**src/sv/qams_pkg.sv**
```systemverilog
// ----------------------------------------------------------------------------
// Queue-aware multipath selector package
// Shared widths, register indexes, record types and small helper functions.
// ----------------------------------------------------------------------------
package qams_pkg;

  localparam int FLOWS      = 128;
  localparam int FLOW_W     = $clog2(FLOWS);
  localparam int MAX_PATHS  = 4;
  localparam int PATH_W     = 2;
  localparam int SLOTS      = 8;
  localparam int SLOT_W     = 3;
  localparam int RR_TRIES   = SLOTS + 1;
  localparam int TRY_W      = 4;
  localparam int QLEN_W     = 10;
  localparam int EST_W      = QLEN_W + 1;
  localparam int TIME_W     = 48;
  localparam int DRAIN_W    = 20;
  localparam int BYTES_W    = 16;
  localparam int PC_W       = 3;
  localparam int CFG_IDX_W  = 3;
  localparam int CFG_DATA_W = 20;

  // Configuration register indexes.
  localparam logic [CFG_IDX_W-1:0] CFG_PATH_COUNT  = 3'd0;
  localparam logic [CFG_IDX_W-1:0] CFG_FULL_SIZE   = 3'd1;
  localparam logic [CFG_IDX_W-1:0] CFG_DRAIN_NS    = 3'd2;
  localparam logic [CFG_IDX_W-1:0] CFG_QUEUE_THR   = 3'd3;
  localparam logic [CFG_IDX_W-1:0] CFG_SLOT_MASK   = 3'd4;
  localparam logic [CFG_IDX_W-1:0] CFG_MAX_SLOT    = 3'd5;

  // Register reset values.
  localparam logic [PC_W-1:0]    RST_PATH_COUNT = 3'd4;
  localparam logic [BYTES_W-1:0] RST_FULL_SIZE  = 16'd1500;
  localparam logic [DRAIN_W-1:0] RST_DRAIN_NS   = 20'd12000;
  localparam logic [QLEN_W-1:0]  RST_QUEUE_THR  = 10'd41;
  localparam logic [SLOTS-1:0]   RST_SLOT_MASK  = 8'd15;
  localparam logic [SLOT_W-1:0]  RST_MAX_SLOT   = 3'd3;

  typedef logic [QLEN_W-1:0] qlen_t;
  typedef qlen_t [MAX_PATHS-1:0] qlen_vec_t;
  typedef logic [PATH_W-1:0] path_t;

  typedef struct packed {
    logic [TIME_W-1:0] last_time;
    qlen_t             last_queue;
    path_t             last_path;
  } flow_rec_t;

  // Path count clamped into 1..MAX_PATHS.
  function automatic logic [PC_W-1:0] eff_paths(input logic [PC_W-1:0] pc);
    logic [PC_W-1:0] c;
    c = pc;
    if (c == '0) c = PC_W'(1);
    if (c > PC_W'(MAX_PATHS)) c = PC_W'(MAX_PATHS);
    return c;
  endfunction

  // Lowest-numbered path among the considered ones with the shortest queue.
  function automatic path_t first_shortest(input qlen_vec_t q, input logic [PC_W-1:0] c);
    path_t best;
    best = '0;
    for (int i = 1; i < MAX_PATHS; i++) begin
      if (i < int'(c) && q[i] < q[best]) best = path_t'(i);
    end
    return best;
  endfunction

  // Round-robin wrap: x modulo m for x up to SLOTS and m in 1..SLOTS.
  function automatic logic [SLOT_W-1:0] rr_wrap(input logic [SLOT_W:0] x,
                                                 input logic [SLOT_W:0] m);
    logic [SLOT_W:0] r;
    r = x;
    for (int i = 0; i < SLOTS; i++) begin
      if (r >= m) r = r - m;
    end
    return r[SLOT_W-1:0];
  endfunction

endpackage

```
**src/sv/qams_divider.sv**
```systemverilog
// ----------------------------------------------------------------------------
// Serial divider
// Restoring division of the elapsed time by the drain time, one quotient bit
// per clock cycle.
// ----------------------------------------------------------------------------
module qams_divider
  import qams_pkg::*;
(
  input  logic               clk,
  input  logic               rst_n,
  input  logic               start,
  input  logic [TIME_W-1:0]  dividend,
  input  logic [DRAIN_W-1:0] divisor,
  output logic               done,
  output logic [TIME_W-1:0]  quotient
);

  localparam int CNT_W = $clog2(TIME_W);

  logic               run_r, run_nxt;
  logic               done_r, done_nxt;
  logic [CNT_W-1:0]   cnt_r, cnt_nxt;
  logic [TIME_W-1:0]  dvd_r, dvd_nxt;
  logic [DRAIN_W-1:0] rem_r, rem_nxt;
  logic [DRAIN_W-1:0] div_r, div_nxt;
  logic [DRAIN_W:0]   rem_sh;
  logic               ge;

  assign rem_sh = {rem_r, dvd_r[TIME_W-1]};
  assign ge     = rem_sh >= {1'b0, div_r};

  always_comb begin
    run_nxt  = run_r;
    done_nxt = 1'b0;
    cnt_nxt  = cnt_r;
    dvd_nxt  = dvd_r;
    rem_nxt  = rem_r;
    div_nxt  = div_r;
    if (start) begin
      run_nxt = 1'b1;
      cnt_nxt = '0;
      dvd_nxt = dividend;
      rem_nxt = '0;
      div_nxt = divisor;
    end else if (run_r) begin
      // The partial remainder always stays below the divisor, so it fits.
      rem_nxt = ge ? DRAIN_W'(rem_sh - {1'b0, div_r}) : rem_sh[DRAIN_W-1:0];
      dvd_nxt = {dvd_r[TIME_W-2:0], ge};
      cnt_nxt = cnt_r + CNT_W'(1);
      if (cnt_r == CNT_W'(TIME_W - 1)) begin
        run_nxt  = 1'b0;
        done_nxt = 1'b1;
      end
    end
  end

  always_ff @(posedge clk) begin
    if (!rst_n) begin
      run_r  <= 1'b0;
      done_r <= 1'b0;
      cnt_r  <= '0;
    end else begin
      run_r  <= run_nxt;
      done_r <= done_nxt;
      cnt_r  <= cnt_nxt;
    end
  end

  always_ff @(posedge clk) begin
    dvd_r <= dvd_nxt;
    rem_r <= rem_nxt;
    div_r <= div_nxt;
  end

  assign done     = done_r;
  assign quotient = dvd_r;

endmodule

```
**config.mk**
```make
export PLATFORM = sky130hd
export DESIGN_NAME = qams_divider
export DESIGN_NICKNAME = d
export VERILOG_FILES = /design/src/sv/qams_pkg.sv /design/src/sv/qams_divider.sv
export SDC_FILE = /design/constraint.sdc
export NUM_CORES = 1
export LEC_CHECK = 0
export ABC_AREA = 0
export BUFFER_PORTS_ARGS = -buffer_cell sky130_fd_sc_hd__buf_2
export CAP_MARGIN = 0
export CELL_PAD_IN_SITES_DETAIL_PLACEMENT = 1
export CELL_PAD_IN_SITES_GLOBAL_PLACEMENT = 2
export CORE_MARGIN = 2
export CORE_UTILIZATION = 39
export CTS_BUF_LIST = sky130_fd_sc_hd__clkbuf_8
export CTS_CLUSTER_SIZE = 16
export DETAILED_ROUTE_END_ITERATION = 6
export PLACE_DENSITY = 0.92
export SYNTH_ARGS = -nofsm -noshare
export SYNTH_HDL_FRONTEND = slang
export SYNTH_SLANG_ARGS = --single-unit
export TNS_END_PERCENT = 1
```
**constraint.sdc**
```tcl
create_clock -name clk -period 5.75 [get_ports clk]
set_input_delay 1.4375 -clock clk [delete_from_list [all_inputs] [get_ports clk]]
set_output_delay 1.4375 -clock clk [all_outputs]
set_load 0.01 [all_outputs]
```
* Yosys cells after proc, flatten, opt, wreduce, memory -nomap -nowiden
Index checks and enable logic that the tools add are counted.
W data, S select, Z words.
** Operators by class
- Reduce and logical (&&, ||, !) cells :: 3
- Bitwise logic cells :: 2
- Equality and inequality tests :: 1
- Add/sub/neg operators :: 2
- $lt $le $gt $ge :: 1
- Muxes and demuxes :: 7
** Operator list (number)
- $mux W48 :: 2
- $ge A21 B20 Y1 :: 1
- $mux W20 :: 1
- $sub A20 B20 Y20 :: 1
- $add A6 B1 Y6 const B :: 1
- $eq A6 B6 Y1 const B :: 1
- $mux W1 :: 4
- $reduce_or A3 Y1 :: 1
- $not A1 Y1 :: 2
- $reduce_bool A2 Y1 :: 1
- $reduce_or A2 Y1 :: 1
** Word-level totals
- Bits in registers :: 96
- Input port bits :: 71
- Word-level logic and storage cells :: 22

* Longest topological paths before layout
- Depth after elaboration :: 4
- Gate-level depth with buffers :: 12

* Worst setup path before layout
OpenSTA, ideal clock, no wires.
- Path kind :: input to register
- Start :: input start
- End :: register dvd_r[0], in the netlist quotient[0], enable pin
- Setup time :: 406 ps
- Arrival time :: 2819 ps
- Setup slack :: 2524 ps
- Buffers on the path :: 1
- Stages :: 3
- Cell sequence :: clkbuf_1 -> inv_1 -> nand2_1
** Between the ends
- Word-level cells in the longest chain between the ends :: 1
** RTL lines
- from (decl) :: line qams_divider.sv:11 : input logic start,
- $reduce_bool A2 Y1 (no source line)
- to (signal assigned) :: line qams_divider.sv:70 : dvd_r <= dvd_nxt;
- to (decl) :: line qams_divider.sv:23 : logic [TIME_W-1:0] dvd_r, dvd_nxt;
Every way passes these cells.
A chain may end at the register's enable or synchronous reset.

* Final worst setup path
- Start :: input start
- End :: register dvd_r[12], in the netlist quotient[12], enable pin
Same word-level chain as after synthesis.

==> impl_metrics.json <==
{
  "status": "complete, no violations",
  "avgSynthCellArea_sq_um": 11.7,
  "crit_path_start_kind": "input port",
  "worst_pin_slew_ps": 1110,
  "power.density_nw_per_um2": 272,
  "whs_endpoint": "rem_r[1]",
  "synth_edf_count": 68,
  "io_buffers": 119,
  "ioPinCount": 120,
  "holdBufCountCts": 0,
  "synthFlopType": "edfxtp_1",
  "vias_per_cell": 5.09,
  "antennaDiodeCount": 0,
  "fin_crit_sh_pct": 49.7,
  "path_clk_slew_ps": 90,
  "synthCells": 426,
  "drc_errors": 0,
  "cts_inserted_buffers": 9,
  "cts_resized": 0,
  "reg2reg_slack_ps": 2930,
  "ir_drop_v": 0.000159,
  "postLayoutCellArea_sq_um": 5880,
  "synth_area_sq_um": 4990,
  "first_pass_iters": 4,
  "async_reset_ff_share_pct": 0,
  "grt_pass1_vias": 3988,
  "grt_usage_pct": 18.4,
  "syn_nets": 519,
  "fin_worst_skew_ps": 10.8,
  "ys_seq_elements": 96,
  "cap_violations": 0,
  "antenna_found_initial": 0,
  "grt_pass1_wl_um": 19400,
  "reg2reg_depth": 11,
  "grt_setup_unrepaired": "no",
  "postRouteAntennaNets": 0,
  "slew_viol_final": 0,
  "reg2reg_from": "quotient[47]",
  "cts_buffer_depth": 2,
  "clkSinkCount": 96,
  "gp_congestion": 0.763,
  "die_w_um": 117,
  "fin_crit_ps": 2860,
  "placed_cell_area_sq_um": 5720,
  "critPathArrivalTime_ps": 2840,
  "wl_per_cell_um": 16.6,
  "fmax_ghz": 0.350,
  "power_leakage_nw": 2.42,
  "hpwl_um": 8860,
  "nets": 631,
  "yosysUniqueCellTypes": 55,
  "vias": 3641,
  "crit_fanout": 48,
  "drive_above_1_share_pct": 34.8,
  "wirelength_um": 11900,
  "total_power_mw": 1.60,
  "synth_warnings": 0,
  "endpoint_kind": "flip-flop",
  "hold_viol": 0,
  "cts_tree": "built",
  "r2r_end": "rem_r[16]",
  "grt_max_degree": 62,
  "cts_setup_buffers": 0,
  "dieArea_sq_um": 13700,
  "slew_headroom_pct": 26.0,
  "worstHoldStart": "rem_r[1]",
  "setup_viol": 0,
  "area_growth_pct": 17.8,
  "fp.dieH_um": 117,
  "rows": 41,
  "h-tree-depth": 3,
  "cts_root_buffer": "clkbuf_8",
  "tns_ps": 0,
  "hold_class": "reg -> reg",
  "insertion_delay_ps": 370,
  "initial_core_util_pct": 39.7,
  "min_path_cells": 2,
  "worstSetupPathType": "in -> reg",
  "grt_overflow": 0,
  "ys_seq_area_share_pct": 52.1,
  "coreArea_sq_um": 12600,
  "drt_iter0_drc": 153,
  "required_ps": 5740
}
==> critical path: stages <==
cell	delay, ps
buf_4	340
inv_1	190
nand2_2	840
==> worst max-delay path by stage <==
stage / startpoint / end / slack (ps) / cells after the start
6_report: start / quotient[12] / 2890 / 3
5_1_grt: quotient[47] / rem_r[16] / 2690 / 11
4_1_cts: start / quotient[12] / 2870 / 3
3_5_place_dp: start / quotient[3] / 2450 / 3
3_3_place_gp: start / quotient[18] / 2550 / 3
2_1_floorplan: start / quotient[0] / 2520 / 3
==> flip-flops by register name, summed over array words and instances (netlist names) <==
signal,flops
cnt_r,6
run_r,1
div_r,20
rem_r,20
quotient,48
done,1
==> synthesized netlist by cell type (all sizes together) (2+ instances only) <==
library cell / instances / area (sq um)
edfxtp: 68 / 2040
mux2: 48 / 541
nor2: 32 / 120
inv: 29 / 109
dfxtp: 28 / 561
a21oi: 22 / 114
ha: 21 / 263
nand2: 19 / 71.3
o21ai: 18 / 93.8
a211oi: 16 / 125
mux2i: 15 / 150
clkbuf: 12 / 45.0
xnor2: 9 / 78.8
xor2: 9 / 78.8
buf: 8 / 61.3
nand3: 7 / 40.0
nand4: 7 / 43.8
nor3: 7 / 35.0
o21a: 6 / 52.6
or3: 6 / 42.5
a21o: 5 / 37.5
nor2b: 4 / 25.0
o211ai: 4 / 30.0
a31oi: 3 / 18.8
a2111oi: 2 / 42.5
a21boi: 2 / 15.0
and3: 2 / 12.5
nand2b: 2 / 12.5
o21bai: 2 / 15.0
o31a: 2 / 17.5
==> cell type report <==
| class | instances | area, sq um |
|---|---|---|
| Fill cell | 1376 | 6690 |
| Clock inverter | 7 | 40.0 |
| Timing Repair Buffer | 121 | 613 |
| Tap cell | 172 | 215 |
| Inverter | 29 | 109 |
| Sequential cell | 96 | 2600 |
| Multi-Input combinational cell | 281 | 2180 |
| Clock buffer | 9 | 124 |
==> metrics by stage <==
stage,util (%),setup slack (ps),hold WS [ps],std cells
final,46.8,2890,496,715
after global routing,46.8,2690,538,715
after CTS,46.8,2870,498,715
after detailed placement,45.5,2450,486,699
after global placement,45.5,2550,467,699
after floorplan,-,2520,457,426
==> metal layers <==
layer / routed length [um] / global-route usage, % / vias to the layer above
li1: - / - / 1798
met1: 5120 / 21.6 / 1733
met2: 5640 / 31.3 / 101
met3: 1010 / 7.52 / 9
met4: 133 / 5.02 / 0
met5: 0 / 0 / -
==> kinds of logic after synthesis <==
kind of cell	after synthesis	synth area share [%]
AND/OR/NAND/NOR	91	8.77
multiplexers	63	13.8
AO/OA/AOI/OAI	87	12.1
flip-flops	96	52.1
adder cells (fa/ha/maj)	22	5.67
buffers and inverters	49	4.31
XOR/XNOR	18	3.16
==> report_power, final <==
part | leakage [nW] | internal (mW) | switching [mW]
Sequential | 0.909 | 0.813 | 0.0352
Clock | 0.0915 | 0.155 | 0.241
Combinational | 1.42 | 0.162 | 0.196
Total | 2.42 | 1.13 | 0.472
==> cells in the final DEF (no fill, tap or decap), drive strengths merged, types with 3 or more instances in the layout <==
cell,n
buf,121
edfxtp,68
mux2,48
inv,34
nor2,32
dfxtp,28
a21oi,22
ha,21
nand2,19
o21ai,18
a211oi,16
mux2i,15
xnor2,9
xor2,9
clkbuf,9
nand4,7
nor3,7
nand3,7
or3,6
o21a,6
a21o,5
o211ai,4
nor2b,4
a31oi,3
Power figures use the tool's default switching activity.
